[src/rtl/tile_line_compositor_defines.svh]
// assertion macros shared by the compositor modules
// no dependencies
`ifndef TILE_LINE_COMPOSITOR_DEFINES_SVH
`define TILE_LINE_COMPOSITOR_DEFINES_SVH

// same-cycle implication, disabled during reset
`define TLC_ASSERT_IMP(label, clk, rst_n, ante, cons) \
    label: assert property (@(posedge clk) disable iff (!rst_n) (ante) |-> (cons)) \
        else $error("tlc assertion failed");

// next-cycle implication, disabled during reset
`define TLC_ASSERT_NXT(label, clk, rst_n, ante, cons) \
    label: assert property (@(posedge clk) disable iff (!rst_n) (ante) |=> (cons)) \
        else $error("tlc assertion failed");

`endif

[src/rtl/tlc_pkg.sv]
// shared types, constants and color conversion for the line compositor
// no dependencies
package tlc_pkg;

    localparam int OP_W     = 2;
    localparam int COORD_W  = 8;
    localparam int PAT_W    = 16;
    localparam int DEPTH_W  = 3;
    localparam int COLOR_W  = 12;
    localparam int PIX_W    = 16;
    localparam int REG_IDX_W = 3;
    localparam int WORD_W   = DEPTH_W + PIX_W;
    localparam int PIX_PER_ROW = 8;
    localparam int STEP_W   = $clog2(PIX_PER_ROW);

    localparam logic [OP_W-1:0] OP_BEGIN = 2'd0;
    localparam logic [OP_W-1:0] OP_DRAW  = 2'd1;
    localparam logic [OP_W-1:0] OP_READ  = 2'd2;

    localparam logic [REG_IDX_W-1:0] REG_WIN_LEFT   = 3'd0;
    localparam logic [REG_IDX_W-1:0] REG_WIN_TOP    = 3'd1;
    localparam logic [REG_IDX_W-1:0] REG_WIN_WIDTH  = 3'd2;
    localparam logic [REG_IDX_W-1:0] REG_WIN_HEIGHT = 3'd3;
    localparam logic [REG_IDX_W-1:0] REG_OUT_COLOR  = 3'd4;
    localparam logic [REG_IDX_W-1:0] REG_BACK_COLOR = 3'd5;
    localparam logic [REG_IDX_W-1:0] REG_NEG_MODE   = 3'd6;

    localparam logic [COORD_W-1:0] WIN_WIDTH_RST  = 8'd160;
    localparam logic [COORD_W-1:0] WIN_HEIGHT_RST = 8'd152;
    localparam logic [COORD_W-1:0] NEG_X_THRESH   = 8'hF8;
    localparam logic [STEP_W-1:0]  LAST_STEP      = STEP_W'(PIX_PER_ROW - 1);

    typedef struct packed {
        logic [COORD_W-1:0] line_number;
        logic [COORD_W-1:0] screen_x;
        logic [PAT_W-1:0]   pattern_bits;
        logic               mirror;
        logic [DEPTH_W-1:0] depth;
        logic [COLOR_W-1:0] colour_one;
        logic [COLOR_W-1:0] colour_two;
        logic [COLOR_W-1:0] colour_three;
        logic [COORD_W-1:0] pixel_index;
    } t_in_item;

    typedef struct packed {
        logic load_begin;
        logic load_draw;
        logic load_read;
        logic issue;
        logic load_out;
    } t_dp_cmd;

    typedef struct packed {
        logic out_done;
    } t_dp_stat;

    // 12-bit 0xRGB to 5-6-5, r in the low bits
    function automatic logic [PIX_W-1:0] to565(input logic [COLOR_W-1:0] c,
                                               input logic neg);
        logic [3:0] r;
        logic [3:0] g;
        logic [3:0] b;
        logic [4:0] r5;
        logic [4:0] b5;
        logic [5:0] g6;
        logic [5:0] g_fifth;
        logic [PIX_W-1:0] v;
        r = c[11:8];
        g = c[7:4];
        b = c[3:0];
        r5 = (r == 4'hF) ? 5'd31 : {r, 1'b0};
        b5 = (b == 4'hF) ? 5'd31 : {b, 1'b0};
        if (g == 4'hF) begin
            g_fifth = 6'd3;
        end else if (g >= 4'd10) begin
            g_fifth = 6'd2;
        end else if (g >= 4'd5) begin
            g_fifth = 6'd1;
        end else begin
            g_fifth = 6'd0;
        end
        g6 = {g, 2'b00} + g_fifth;
        v = {b5, g6, r5};
        return neg ? ~v : v;
    endfunction

endpackage

[src/rtl/tlc_in_if.sv]
// input item channel of the line compositor
// depends on tlc_pkg
interface tlc_in_if;
    logic                          valid;
    logic                          ready;
    logic [tlc_pkg::OP_W-1:0]      op;
    logic [tlc_pkg::COORD_W-1:0]   line_number;
    logic [tlc_pkg::COORD_W-1:0]   screen_x;
    logic [tlc_pkg::PAT_W-1:0]     pattern_bits;
    logic                          mirror;
    logic [tlc_pkg::DEPTH_W-1:0]   depth;
    logic [tlc_pkg::COLOR_W-1:0]   colour_one;
    logic [tlc_pkg::COLOR_W-1:0]   colour_two;
    logic [tlc_pkg::COLOR_W-1:0]   colour_three;
    logic [tlc_pkg::COORD_W-1:0]   pixel_index;

    modport source (output valid, op, line_number, screen_x, pattern_bits, mirror, depth,
                    colour_one, colour_two, colour_three, pixel_index, input ready);
    modport sink (input valid, op, line_number, screen_x, pattern_bits, mirror, depth,
                  colour_one, colour_two, colour_three, pixel_index, output ready);
endinterface

[src/rtl/tlc_out_if.sv]
// result channel of the line compositor
// depends on tlc_pkg
interface tlc_out_if;
    logic                        valid;
    logic                        ready;
    logic [tlc_pkg::PIX_W-1:0]   pixel_colour;

    modport source (output valid, pixel_colour, input ready);
    modport sink (input valid, pixel_colour, output ready);
endinterface

[src/rtl/tlc_cfg_if.sv]
// register write channel of the line compositor
// depends on tlc_pkg
interface tlc_cfg_if;
    logic                          valid;
    logic                          ready;
    logic [tlc_pkg::REG_IDX_W-1:0] index;
    logic [tlc_pkg::COLOR_W-1:0]   data;

    modport source (output valid, index, data, input ready);
    modport sink (input valid, index, data, output ready);
endinterface

[src/rtl/tlc_ram.sv]
// generic single-write, single-read ram with registered read data
// no dependencies
module tlc_ram #(
    parameter int WIDTH  = 19,
    parameter int DEPTH  = 160,
    parameter int ADDR_W = $clog2(DEPTH)
) (
    input  logic              i_clk,
    input  logic              i_we,
    input  logic [ADDR_W-1:0] i_waddr,
    input  logic [WIDTH-1:0]  i_wdata,
    input  logic [ADDR_W-1:0] i_raddr,
    output logic [WIDTH-1:0]  o_rdata
);
    logic [WIDTH-1:0] r_mem [DEPTH];
    logic [WIDTH-1:0] r_rdata;

    always_ff @(posedge i_clk) begin
        if (i_we) begin
            r_mem[i_waddr] <= i_wdata;
        end
        r_rdata <= r_mem[i_raddr];
    end

    assign o_rdata = r_rdata;
endmodule

[src/rtl/tlc_ctrl.sv]
// sequencer of the line compositor: accepts items, steps pattern pixels
// depends on tlc_pkg and tile_line_compositor_defines.svh
module tlc_ctrl (
    input  logic                     i_clk,
    input  logic                     i_rst_n,
    input  logic                     i_valid,
    input  logic [tlc_pkg::OP_W-1:0] i_op,
    output logic                     o_ready,
    output tlc_pkg::t_dp_cmd         o_cmd,
    input  tlc_pkg::t_dp_stat        i_stat
);
    import tlc_pkg::*;
    `include "tile_line_compositor_defines.svh"

    typedef enum logic [4:0] {
        S_IDLE  = 5'b00001,
        S_DRAW  = 5'b00010,
        S_FLUSH = 5'b00100,
        S_READ  = 5'b01000,
        S_OUT   = 5'b10000
    } t_ctl_state;

    t_ctl_state       r_state;
    t_ctl_state       n_state;
    logic [STEP_W-1:0] r_cnt;
    logic [STEP_W-1:0] n_cnt;
    logic             accept;

    assign o_ready = (r_state == S_IDLE);
    assign accept  = i_valid && o_ready;

    always_comb begin
        n_state = r_state;
        n_cnt   = r_cnt;
        o_cmd   = '0;
        unique case (r_state)
            S_IDLE: begin
                if (accept) begin
                    unique case (i_op)
                        OP_BEGIN: begin
                            o_cmd.load_begin = 1'b1;
                        end
                        OP_DRAW: begin
                            o_cmd.load_draw = 1'b1;
                            n_cnt   = '0;
                            n_state = S_DRAW;
                        end
                        OP_READ: begin
                            o_cmd.load_read = 1'b1;
                            n_state = S_READ;
                        end
                        default: begin
                        end
                    endcase
                end
            end
            S_DRAW: begin
                o_cmd.issue = 1'b1;
                n_cnt = r_cnt + 1'b1;
                if (r_cnt == LAST_STEP) begin
                    n_state = S_FLUSH;
                end
            end
            S_FLUSH: begin
                n_state = S_IDLE;
            end
            S_READ: begin
                o_cmd.load_out = 1'b1;
                n_state = S_OUT;
            end
            S_OUT: begin
                if (i_stat.out_done) begin
                    n_state = S_IDLE;
                end
            end
            default: begin
                n_state = S_IDLE;
            end
        endcase
    end

    always_ff @(posedge i_clk) begin
        if (!i_rst_n) begin
            r_state <= S_IDLE;
            r_cnt   <= '0;
        end else begin
            r_state <= n_state;
            r_cnt   <= n_cnt;
        end
    end

    `TLC_ASSERT_NXT(a_draw_starts, i_clk, i_rst_n,
                    accept && (i_op == OP_DRAW), r_state == S_DRAW)
    `TLC_ASSERT_NXT(a_draw_ends, i_clk, i_rst_n,
                    (r_state == S_DRAW) && (r_cnt == LAST_STEP), r_state == S_FLUSH)
    `TLC_ASSERT_NXT(a_out_holds, i_clk, i_rst_n,
                    (r_state == S_OUT) && !i_stat.out_done, r_state == S_OUT)
endmodule

[src/rtl/tlc_datapath.sv]
// line buffer datapath: config registers, fill flags, depth test, read-out register
// depends on tlc_pkg, tlc_ram and tile_line_compositor_defines.svh
module tlc_datapath #(
    parameter int LINE_WIDTH = 160
) (
    input  logic                          i_clk,
    input  logic                          i_rst_n,
    input  tlc_pkg::t_dp_cmd              i_cmd,
    output tlc_pkg::t_dp_stat             o_stat,
    input  tlc_pkg::t_in_item             i_item,
    input  logic                          i_cfg_we,
    input  logic [tlc_pkg::REG_IDX_W-1:0] i_cfg_index,
    input  logic [tlc_pkg::COLOR_W-1:0]   i_cfg_data,
    output logic                          o_valid,
    input  logic                          i_ready,
    output logic [tlc_pkg::PIX_W-1:0]     o_pixel_colour
);
    import tlc_pkg::*;
    `include "tile_line_compositor_defines.svh"

    localparam int AW = $clog2(LINE_WIDTH);
    localparam int POS_W = COORD_W + 2;
    localparam logic [COORD_W:0] LW9 = (COORD_W + 1)'(LINE_WIDTH);

    // config registers
    logic [COORD_W-1:0] r_win_left;
    logic [COORD_W-1:0] r_win_top;
    logic [COORD_W-1:0] r_win_width;
    logic [COORD_W-1:0] r_win_height;
    logic [COLOR_W-1:0] r_out_color;
    logic [COLOR_W-1:0] r_back_color;
    logic               r_neg;

    // line state captured at begin line
    logic               r_active;
    logic [PIX_W-1:0]   r_fill_out;
    logic [PIX_W-1:0]   r_fill_back;
    logic [COORD_W-1:0] r_lo;
    logic [COORD_W:0]   r_hi;
    logic [LINE_WIDTH-1:0] r_drawn;

    // draw row state
    logic                    r_draw_ok;
    logic signed [POS_W-1:0] r_pos;
    logic [PAT_W-1:0]        r_bits;
    logic [DEPTH_W-1:0]      r_depth;
    logic [COLOR_W-1:0]      r_col1;
    logic [COLOR_W-1:0]      r_col2;
    logic [COLOR_W-1:0]      r_col3;

    // write-back stage
    logic          r_s2_en;
    logic [AW-1:0] r_s2_addr;
    logic [1:0]    r_s2_v;

    // read path
    logic [COORD_W-1:0] r_rd_idx;
    logic               r_rd_in_range;
    logic               r_out_valid;
    logic [PIX_W-1:0]   r_out_pix;

    logic [COORD_W:0]        win_right;
    logic [COORD_W:0]        line_end;
    logic                    line_in;
    logic signed [POS_W-1:0] start_x;
    logic                    start_ok;
    logic [PAT_W-1:0]        mirrored;
    logic [1:0]              cur_v;
    logic                    s1_en;
    logic [DEPTH_W-1:0]      stored_depth;
    logic [COLOR_W-1:0]      wr_color;
    logic                    ram_we;
    logic [WORD_W-1:0]       ram_wdata;
    logic [AW-1:0]           ram_raddr;
    logic [WORD_W-1:0]       ram_rdata;
    logic [PIX_W-1:0]        fill_pix;
    logic [PIX_W-1:0]        rd_pix;

    assign win_right = {1'b0, r_win_left} + {1'b0, r_win_width};
    assign line_end  = {1'b0, r_win_top} + {1'b0, r_win_height};
    assign line_in   = (i_item.line_number >= r_win_top) &&
                       ({1'b0, i_item.line_number} < line_end);

    assign start_x  = (i_item.screen_x > NEG_X_THRESH) ? {2'b11, i_item.screen_x}
                                                      : {2'b00, i_item.screen_x};
    assign start_ok = r_active && (start_x[POS_W-1] || (start_x[COORD_W:0] < LW9));

    always_comb begin
        mirrored = i_item.pattern_bits;
        if (i_item.mirror) begin
            for (int i = 0; i < PIX_PER_ROW; i++) begin
                mirrored[2*i +: 2] = i_item.pattern_bits[2*(PIX_PER_ROW-1-i) +: 2];
            end
        end
    end

    // leftmost pending pixel sits in the top pair
    assign cur_v = r_bits[PAT_W-1 -: 2];
    assign s1_en = r_draw_ok && (cur_v != 2'd0) && !r_pos[POS_W-1] &&
                   (r_pos[COORD_W:0] >= {1'b0, r_win_left}) &&
                   (r_pos[COORD_W:0] < win_right) && (r_pos[COORD_W:0] < LW9);

    assign ram_raddr = i_cmd.issue ? r_pos[AW-1:0] : i_item.pixel_index[AW-1:0];

    assign stored_depth = r_drawn[r_s2_addr] ? ram_rdata[PIX_W +: DEPTH_W] : '0;

    always_comb begin
        case (r_s2_v)
            2'd1:    wr_color = r_col1;
            2'd2:    wr_color = r_col2;
            default: wr_color = r_col3;
        endcase
    end

    assign ram_we    = r_s2_en && (r_depth > stored_depth);
    assign ram_wdata = {r_depth, to565(wr_color, r_neg)};

    tlc_ram #(
        .WIDTH (WORD_W),
        .DEPTH (LINE_WIDTH),
        .ADDR_W(AW)
    ) u_line_ram (
        .i_clk  (i_clk),
        .i_we   (ram_we),
        .i_waddr(r_s2_addr),
        .i_wdata(ram_wdata),
        .i_raddr(ram_raddr),
        .o_rdata(ram_rdata)
    );

    assign fill_pix = (r_active && (r_rd_idx >= r_lo) && ({1'b0, r_rd_idx} < r_hi))
                      ? r_fill_back : r_fill_out;
    assign rd_pix = !r_rd_in_range ? '0 :
                    r_drawn[r_rd_idx[AW-1:0]] ? ram_rdata[PIX_W-1:0] : fill_pix;

    always_ff @(posedge i_clk) begin
        if (!i_rst_n) begin
            r_win_left   <= '0;
            r_win_top    <= '0;
            r_win_width  <= WIN_WIDTH_RST;
            r_win_height <= WIN_HEIGHT_RST;
            r_out_color  <= '0;
            r_back_color <= '0;
            r_neg        <= 1'b0;
        end else if (i_cfg_we) begin
            unique case (i_cfg_index)
                REG_WIN_LEFT:   r_win_left   <= i_cfg_data[COORD_W-1:0];
                REG_WIN_TOP:    r_win_top    <= i_cfg_data[COORD_W-1:0];
                REG_WIN_WIDTH:  r_win_width  <= i_cfg_data[COORD_W-1:0];
                REG_WIN_HEIGHT: r_win_height <= i_cfg_data[COORD_W-1:0];
                REG_OUT_COLOR:  r_out_color  <= i_cfg_data;
                REG_BACK_COLOR: r_back_color <= i_cfg_data;
                REG_NEG_MODE:   r_neg        <= i_cfg_data[0];
                default: begin
                end
            endcase
        end
    end

    always_ff @(posedge i_clk) begin
        if (!i_rst_n) begin
            r_active    <= 1'b0;
            r_fill_out  <= '0;
            r_fill_back <= '0;
            r_lo        <= '0;
            r_hi        <= '0;
            r_drawn     <= '0;
        end else if (i_cmd.load_begin) begin
            r_active    <= line_in;
            r_fill_out  <= to565(r_out_color, r_neg);
            r_fill_back <= to565(r_back_color, r_neg);
            r_lo        <= r_win_left;
            r_hi        <= win_right;
            r_drawn     <= '0;
        end else if (ram_we) begin
            r_drawn[r_s2_addr] <= 1'b1;
        end
    end

    always_ff @(posedge i_clk) begin
        if (i_cmd.load_draw) begin
            r_pos   <= start_x;
            r_bits  <= mirrored;
            r_depth <= i_item.depth;
            r_col1  <= i_item.colour_one;
            r_col2  <= i_item.colour_two;
            r_col3  <= i_item.colour_three;
        end else if (i_cmd.issue) begin
            r_pos  <= r_pos + $signed(POS_W'(1));
            r_bits <= {r_bits[PAT_W-3:0], 2'b00};
        end
        if (i_cmd.issue) begin
            r_s2_addr <= r_pos[AW-1:0];
            r_s2_v    <= cur_v;
        end
        if (i_cmd.load_read) begin
            r_rd_idx      <= i_item.pixel_index;
            r_rd_in_range <= {1'b0, i_item.pixel_index} < LW9;
        end
        if (i_cmd.load_out) begin
            r_out_pix <= rd_pix;
        end
    end

    always_ff @(posedge i_clk) begin
        if (!i_rst_n) begin
            r_draw_ok   <= 1'b0;
            r_s2_en     <= 1'b0;
            r_out_valid <= 1'b0;
        end else begin
            if (i_cmd.load_draw) begin
                r_draw_ok <= start_ok;
            end
            r_s2_en <= i_cmd.issue && s1_en;
            if (i_cmd.load_out) begin
                r_out_valid <= 1'b1;
            end else if (i_ready) begin
                r_out_valid <= 1'b0;
            end
        end
    end

    assign o_valid         = r_out_valid;
    assign o_pixel_colour  = r_out_pix;
    assign o_stat.out_done = r_out_valid && i_ready;

    `TLC_ASSERT_IMP(a_no_result_overwrite, i_clk, i_rst_n, i_cmd.load_out, !r_out_valid)
    `TLC_ASSERT_IMP(a_begin_no_pending_write, i_clk, i_rst_n, i_cmd.load_begin, !r_s2_en)
    `TLC_ASSERT_IMP(a_draw_no_pending_result, i_clk, i_rst_n, i_cmd.issue, !r_out_valid)
endmodule

[src/rtl/tile_line_compositor.sv]
// scanline compositor: 2bpp pattern rows into a depth-tested line buffer, one item at a time
// begin line leaves the sequencer idle; a pattern row steps one pixel a cycle, then a flush state
// read pixel: ram read, then the result register; input ready again after the result beat
// config beats are always taken: the config ready is tied high
// synchronous active-low reset loads config defaults, clears line flags and result valid
module tile_line_compositor #(
    parameter int LINE_WIDTH = 160
) (
    input  logic      i_clk,
    input  logic      i_rst_n,
    tlc_in_if.sink    i_in,
    tlc_out_if.source o_out,
    tlc_cfg_if.sink   i_cfg
);
    import tlc_pkg::*;

    t_dp_cmd  cmd;
    t_dp_stat stat;
    t_in_item item;
    logic     ctl_ready;

    assign item.line_number  = i_in.line_number;
    assign item.screen_x     = i_in.screen_x;
    assign item.pattern_bits = i_in.pattern_bits;
    assign item.mirror       = i_in.mirror;
    assign item.depth        = i_in.depth;
    assign item.colour_one   = i_in.colour_one;
    assign item.colour_two   = i_in.colour_two;
    assign item.colour_three = i_in.colour_three;
    assign item.pixel_index  = i_in.pixel_index;

    assign i_in.ready  = ctl_ready;
    assign i_cfg.ready = 1'b1;

    tlc_ctrl u_ctrl (
        .i_clk  (i_clk),
        .i_rst_n(i_rst_n),
        .i_valid(i_in.valid),
        .i_op   (i_in.op),
        .o_ready(ctl_ready),
        .o_cmd  (cmd),
        .i_stat (stat)
    );

    tlc_datapath #(
        .LINE_WIDTH(LINE_WIDTH)
    ) u_datapath (
        .i_clk         (i_clk),
        .i_rst_n       (i_rst_n),
        .i_cmd         (cmd),
        .o_stat        (stat),
        .i_item        (item),
        .i_cfg_we      (i_cfg.valid),
        .i_cfg_index   (i_cfg.index),
        .i_cfg_data    (i_cfg.data),
        .o_valid       (o_out.valid),
        .i_ready       (o_out.ready),
        .o_pixel_colour(o_out.pixel_colour)
    );
endmodule

[src/flat_wrapper.sv]
// flat-port wrapper written by rule: the top's interface ports become plain ports
module tile_line_compositor_flat import tlc_pkg::*;
#(
    parameter int LINE_WIDTH = 160
)
  (i_clk, i_rst_n, i_in_valid, i_in_op, i_in_line_number, i_in_screen_x, i_in_pattern_bits, i_in_mirror, i_in_depth, i_in_colour_one, i_in_colour_two, i_in_colour_three, i_in_pixel_index, i_in_ready, o_out_valid, o_out_pixel_colour, o_out_ready, i_cfg_valid, i_cfg_index, i_cfg_data, i_cfg_ready);
  tlc_in_if i_in_i ();
  tlc_out_if o_out_i ();
  tlc_cfg_if i_cfg_i ();
  input  logic i_clk;
  input  logic i_rst_n;
  input wire logic [$bits(i_in_i.valid)-1:0] i_in_valid;
  input wire logic [$bits(i_in_i.op)-1:0] i_in_op;
  input wire logic [$bits(i_in_i.line_number)-1:0] i_in_line_number;
  input wire logic [$bits(i_in_i.screen_x)-1:0] i_in_screen_x;
  input wire logic [$bits(i_in_i.pattern_bits)-1:0] i_in_pattern_bits;
  input wire logic [$bits(i_in_i.mirror)-1:0] i_in_mirror;
  input wire logic [$bits(i_in_i.depth)-1:0] i_in_depth;
  input wire logic [$bits(i_in_i.colour_one)-1:0] i_in_colour_one;
  input wire logic [$bits(i_in_i.colour_two)-1:0] i_in_colour_two;
  input wire logic [$bits(i_in_i.colour_three)-1:0] i_in_colour_three;
  input wire logic [$bits(i_in_i.pixel_index)-1:0] i_in_pixel_index;
  output wire logic [$bits(i_in_i.ready)-1:0] i_in_ready;
  output wire logic [$bits(o_out_i.valid)-1:0] o_out_valid;
  output wire logic [$bits(o_out_i.pixel_colour)-1:0] o_out_pixel_colour;
  input wire logic [$bits(o_out_i.ready)-1:0] o_out_ready;
  input wire logic [$bits(i_cfg_i.valid)-1:0] i_cfg_valid;
  input wire logic [$bits(i_cfg_i.index)-1:0] i_cfg_index;
  input wire logic [$bits(i_cfg_i.data)-1:0] i_cfg_data;
  output wire logic [$bits(i_cfg_i.ready)-1:0] i_cfg_ready;
  assign i_in_i.valid = i_in_valid;
  assign i_in_i.op = i_in_op;
  assign i_in_i.line_number = i_in_line_number;
  assign i_in_i.screen_x = i_in_screen_x;
  assign i_in_i.pattern_bits = i_in_pattern_bits;
  assign i_in_i.mirror = i_in_mirror;
  assign i_in_i.depth = i_in_depth;
  assign i_in_i.colour_one = i_in_colour_one;
  assign i_in_i.colour_two = i_in_colour_two;
  assign i_in_i.colour_three = i_in_colour_three;
  assign i_in_i.pixel_index = i_in_pixel_index;
  assign i_in_ready = i_in_i.ready;
  assign o_out_valid = o_out_i.valid;
  assign o_out_pixel_colour = o_out_i.pixel_colour;
  assign o_out_i.ready = o_out_ready;
  assign i_cfg_i.valid = i_cfg_valid;
  assign i_cfg_i.index = i_cfg_index;
  assign i_cfg_i.data = i_cfg_data;
  assign i_cfg_ready = i_cfg_i.ready;
  tile_line_compositor #(.LINE_WIDTH(LINE_WIDTH)) u_core (.i_clk(i_clk), .i_rst_n(i_rst_n), .i_in(i_in_i), .o_out(o_out_i), .i_cfg(i_cfg_i));
endmodule
[config.mk]
export PLATFORM = sky130hd
export DESIGN_NAME = tile_line_compositor_flat
export DESIGN_NICKNAME = d
export VERILOG_FILES = /design/src/rtl/tlc_pkg.sv /design/src/rtl/tlc_in_if.sv /design/src/rtl/tlc_out_if.sv /design/src/rtl/tlc_cfg_if.sv /design/src/rtl/tlc_ram.sv /design/src/rtl/tlc_ctrl.sv /design/src/rtl/tlc_datapath.sv /design/src/rtl/tile_line_compositor.sv /design/src/flat_wrapper.sv
export VERILOG_INCLUDE_DIRS = /design/src /design/src/rtl
export SDC_FILE = /design/constraint.sdc
export NUM_CORES = 2
export LEC_CHECK = 0
export BUFFER_PORTS_ARGS = -buffer_cell sky130_fd_sc_hd__buf_2
export CAP_MARGIN = 30
export CORE_MARGIN = 8
export CORE_UTILIZATION = 55
export CTS_CLUSTER_SIZE = 20
export DETAILED_ROUTE_END_ITERATION = 16
export GPL_TIMING_DRIVEN = 0
export PLACE_DENSITY = 0.69
export RECOVER_POWER = 25
export SYNTH_ARGS = -nofsm -noshare
export SYNTH_HDL_FRONTEND = slang
export SYNTH_HIERARCHICAL = 1
export SYNTH_SLANG_ARGS = --single-unit
[constraint.sdc]
create_clock -name i_clk -period 9.5 [get_ports i_clk]
set_input_delay 0.95 -clock i_clk [delete_from_list [all_inputs] [get_ports i_clk]]
set_output_delay 0.95 -clock i_clk [all_outputs]
set_load 0.03 [all_outputs]
Yosys cells after proc, flatten, opt, wreduce, memory -nomap -nowiden. Memories as Yosys holds them, arrays and structs flattened. A register that Yosys moved wholly into a read port is not among the register bits. Index checks and enable logic that the tools add are counted.

Bits in registers: 378. Bits in latches: 0. Memory bits (writable): 3040. Bits in read-only memories: 0. Bits of input ports: 102. Output and inout port bits: 19. Logic and storage cells: 181. Memories kept: 1.

Add/subtract/negate cells: 7. Multiply operators: 0. Div/mod/pow operators: 0. Order comparisons: 20. Eq/ne operators: 29. Shifts and indexed selects: 0. Mux-type cells: 58. Bitwise operators: 5. Reductions and logical operators: 32.

Memory list: u_core.u_datapath.u_line_ram.r_mem (depth 160, width 19, read ports 1, clocked after memory_dff 1, wr ports 1, line tlc_ram.sv:15) `logic [WIDTH-1:0] r_mem [DEPTH];`.

Operators with widths (number): $or 160x160->160 (1); $mux 16 (8); $not 16->16 (3); $mux 5 (9); $eq 4x4->1 const B (9); $mux 10 (3); $mux 6 (4); $pmux 12 s2 (1); $pmux 5 s4 (1); $add 6x6->6 (3); $add 8x8->9 (2); $lt 8x9->1 (2); $lt 8x9->1 const B (2); $lt 9x8->1 const B (2); $bmux 1 s8 (2); $ge 8x8->1 (2); $mux 1 (15); $mux 3 (5); $logic_and 1x1->1 (14); $reduce_and 2->1 (7); $eq 3x3->1 const B (4); $ge 4x3->1 const B (3); $ge 4x4->1 const B (3); $mux 2 (6); other kinds (32) (40).

Logic depth before layout (Yosys ltp).
Depth in word-level cells: 9. Gate-level depth with buffers: 16. Mapped depth without buffers: 16.

By module. The synthesis kept the hierarchy.

By module, submodules not included: tlc_ram (times used 1, cells each 5211, area an instance 117326.3 sq um, seq. area each 91667.9 sq um); tlc_datapath (times used 1, cells each 1757, area an instance 18176.2 sq um, seq. area each 8408.1 sq um); tlc_ctrl (times used 1, cells each 52, area an instance 460.4 sq um, seq. area each 160.2 sq um); tile_line_compositor (times used 1, cells each 2, area an instance 11.3 sq um, seq. area each 0.0 sq um).

Worst setup path after synthesis. Ideal clock, no wire load.

Kind: register to register. From: register u_core.u_datapath.r_s2_v[1]. To: memory u_core.u_datapath.u_line_ram.r_mem[0][4] (data pin). Setup time: 1.111 ns. Data arrival time: 6.017 ns. Required time: 8.389 ns. Setup slack: 2.372 ns. Stages on the path, launching flop included: 6. Path buffers: 2. Period minus slack after synthesis: 7.128 ns. Cell sequence: edfxtp_1 -> ha_1 -> clkbuf_1 -> clkbuf_1 -> a21oi_1 -> xnor2_1.

Word-level cells in the longest chain between the ends: 6. Elaborated cells between the ends (all ways): 7. Classes of those cells: eq/ne: 3; mux: 3; bitwise: 1.

Ends and longest elaborated chain: start, declared (line tlc_datapath.sv:54) `logic [1:0] r_s2_v;`; start signal, assigned (line tlc_datapath.sv:194) `r_s2_v <= cur_v;`; $eq 2x2->1 or $eq 2x1->1 (tied branches) (line tlc_datapath.sv:108) `case (r_s2_v)`; $pmux 12 s2 * (line tlc_datapath.sv:108); $eq 4x4->1 (line tlc_pkg.sv:71) `r5 = (r == 4'hF) ? 5'd31 : {r, 1'b0};`; $mux 5 * (line tlc_pkg.sv:71); $not 16->16 (line tlc_pkg.sv:84) `return neg ? ~v : v;`; $mux 16 * (line tlc_pkg.sv:84); named net u_core.u_datapath.ram_wdata[4] (line tlc_datapath.sv:73) `logic [WORD_W-1:0] ram_wdata;`; end, declared (line tlc_ram.sv:15).

The timed path passes the listed nets; every way through them passes the cells marked *.

==> results by group <==
Timing
  – Final setup vio count: 0
  – RSZ-0062 raised after global routing: false
  – Clock Skew: 0.0952 ns
  – Worst relative slew slack: -0.279
  – Hold Slack: roughly 0.18 ns
  – Final setup margin: 0.757 ns
  – Measured slew at the worst slew-check pin: 1.92 ns
  – Period utilization: 0.920
  – Final hold violations: 0
  – Post-Route Setup TNS: 0 ns
  – Fmax: 114 MHz
  – Max Slew Vio Count: 146
  – Final min period: 8.74 ns

Global routing
  – Antenna violations before repair: 44
  – Total gr overflow: 0
  – Number of global-route vias before repair: 77200
  – First-pass GRT wire length: 668000 µm
  – All-layer global routing usage: 0.377
  – Largest net degree at the start of global routing: 41

Place
  – IO buf count: between 100 and 150
  – Inst Count DP: 10700
  – GPL Wtd Cong: 1.03
  – Detailed Place HPWL: 346000 µm
  – Dpl ws: 1.16 ns

CTS
  – Setup Buffers After CTS: 0
  – Clk sinks: 3437
  – CTS max path bufs: 4
  – Worst-Skew Late Latency: about 1 ns
  – Post-cts sizing count: 0
  – H-tree Lvls: 5
  – CTS tree: done
  – TritonCTS Buffers: 363
  – Clock Pin Slew Worst Setup and Hold Paths: approximately 0.06 ns
  – # hold bufs at CTS: 0
  – Root buffer cell: clkbuf_16

Layout
  – Final Non-Filler Cells: 11400
  – Core Util, Final: 0.641
  – Layout area overhead: 16.0%
  – Commonest non-fill, non-tap cell in the layout: edfxtp_1
  – Layout cells sized above 1: 0.265
  – Register area: 100000 µm²
  – Nets: 8010
  – Multi-input logic area: between 30000 and 40000 µm²
  – Commonest non-fill, non-tap cells in the layout: edfxtp_1, mux4_2, clkbuf_16, nor2_1, clkbuf_1
  – Layout fillers: 16600

Route
  – ANT nets after route: 0
  – WL/cell: between 40 and 50 µm
  – WL final: between 500000 and 600000 µm
  – Starting DRT DRC Count: 15100
  – Via count: 81900
  – DR pass1 iterations: 8
  – Residual DRC: 0
  – Routed vias/inst: 7.20

Worst setup path
  – CP startpoint kind: flop
  – RR Startpoint: u_core/u_ctrl/r_state[3]
  – Crit end category: flop
  – Crit path DAT: 9.43 ns
  – Worst Path Max Fanout: 14
  – CP required: 10.19 ns
  – WS Path Type: flop to flop
  – Worst setup path start: u_core/u_ctrl/r_state[3]

Yosys
  – Post-synthesis sequential area ratio: 0.737
  – Syn Nets: around 7000
  – Synth warn: 6
  – Synth area leader: edfxtp_1
  – Avg Cell Area, Syn: 19.4 µm²
  – Synth unique cells: 81
  – Synthesized cell area: 136000 µm²
  – Fraction of registers with async set/reset: 0
  – Main synth FF type: edfxtp_1
  – Yosys reg bits: 3437
  – Synth area leaders: edfxtp_1, mux4_2, dfxtp_1
  – Post-synth EDFFs: approximately 3100
  – Cells after synthesis: 7022
  – Synth top area share: 0.693

Flow run
  – Max-cap viol count: 6

Worst hold path
  – HP Class: input pin to flop
  – Hold_sp: i_in_depth[2]

Floorplanning
  – DIE WIDTH: 513 µm
  – Chip height: between 500 and 600 µm
  – Starting density of the core: 0.553
  – Die area: between 200000 and 300000 µm²
  – # IOs: 121
  – Core area: 246000 µm²
  – Std-Cell Rows: 182

Pwr
  – Leakage: 0.0513 µW
  – Pwr/cell area: between 200 and 250 nW/µm²
  – Max IR drop VDD: 0.196 mV

Outcome
  – Status: finished, violations left
  – Failing checks: max-capacitance violations, max-slew violations
## cell usage after synthesis (all sizes together) (7+ instances only)
library cell / number
edfxtp: 3140
mux4: 851
nor2: 489
a21oi: 305
dfxtp: 297
nand2: 280
mux2i: 271
buf: 230
clkbuf: 175
o21ai: 81
a211oi: 80
nand3: 71
ha: 70
o22ai: 59
inv: 55
nor2b: 49
xnor2: 49
a22oi: 47
nor3: 39
mux2: 35
nand2b: 32
a221oi: 31
a31oi: 30
nor4: 29
nand4: 24
a21o: 20
xor2: 20
and2: 18
o221ai: 16
a2111oi: 14
o211ai: 11
a32oi: 10
and3: 10
nand3b: 7
## per-layer routing
metal  GRT usage  vias to the layer above  part of all wire  wire [µm]
li1            -                    30400                 -          -
met2       0.539                     7612              0.43     215000
met1       0.466                    42100              0.32     165000
met3       0.152                     1831              0.15      78200
met5     0.00505                        -           0.00067        339
met4       0.273                       18             0.095      48200
## cell type report
| type | count | share of cell area |
|---|---|---|
| sequential | 3437 | 0.635 |
| multi-input combinational | 3125 | 0.219 |
| clock buffer | 437 | 0.0606 |
| timing repair buffer | 449 | 0.0323 |
| tap | 3220 | 0.0255 |
| buffer | 405 | 0.0138 |
| clock inverter | 207 | 0.0119 |
| inverter | 55 | 0.00131 |
| antenna | 37 | 0.000587 |
## per-stage QoR
| step | total power [µW] | instance area (µm²) |
|---|---|---|
| 6_report | 33600 | 158000 |
| 3_5_place_dp | 19900 | 147000 |
| 5_1_grt | 34100 | 158000 |
| 3_3_place_gp | 19900 | 141000 |
| 4_1_cts | 33500 | 159000 |
| 2_1_floorplan | 18400 | 136000 |
## power by group
group	internal [µW]	switching (µW)	leakage, µW
sequential	16700	43.3	0.0311
combinational	891	2160	0.0145
clock	8060	5810	0.00564
## state kept, by name (all words and copies together) (netlist names), 16 cells and up
register and count:
u_core/u_datapath/r_bits 16, u_core/u_datapath/r_fill_back 16, u_core/u_datapath/u_line_ram/o_rdata 19, u_core/u_datapath/r_fill_out 16, u_core/u_datapath/o_pixel_colour 16, u_core/u_datapath/r_drawn 160, u_core/u_datapath/u_line_ram/r_mem 3040
## path summary, 6_finish.rpt
| kind | end | slack, ns | cells past startpoint |
|---|---|---|---|
| worst max register to register | u_core/u_datapath/u_line_ram/o_rdata[1] | 0.76 | 13 |
| worst min register to register | u_core/u_datapath/r_win_height[2] | 0.47 | 2 |
| worst min-delay path | u_core/u_datapath/r_depth[2] | 0.18 | 1 |
| worst max-delay path | u_core/u_datapath/u_line_ram/o_rdata[1] | 0.76 | 13 |
## cell families (layout without fill, tap and decap cells)
group	Yosys count	after routing	share of synthesized area
buf+inv	460	1553	0.0172
other cells	1	38	0.0000276
simple gates	1067	1067	0.0343
fa+ha+maj	73	73	0.00681
flops	3437	3437	0.737
compound gates	758	758	0.0357
mux	1157	1157	0.164
xor+xnor	69	69	0.00444
## worst max-delay path, stage by stage, from the launching register on
cell       delay [ns]
dfxtp_1          0.35
nor4_1           0.82
and2_0           1.03
clkbuf_1         0.49
mux2_2           0.51
inv_2            0.63
buf_2            0.67
buf_2            0.82
buf_2            0.91
nand2_1          0.16
o22ai_1          0.25
nor3_1           0.23
a211oi_1         1.05
o2111ai_1        0.45
Note: power is estimated with default switching activity, not from simulation.
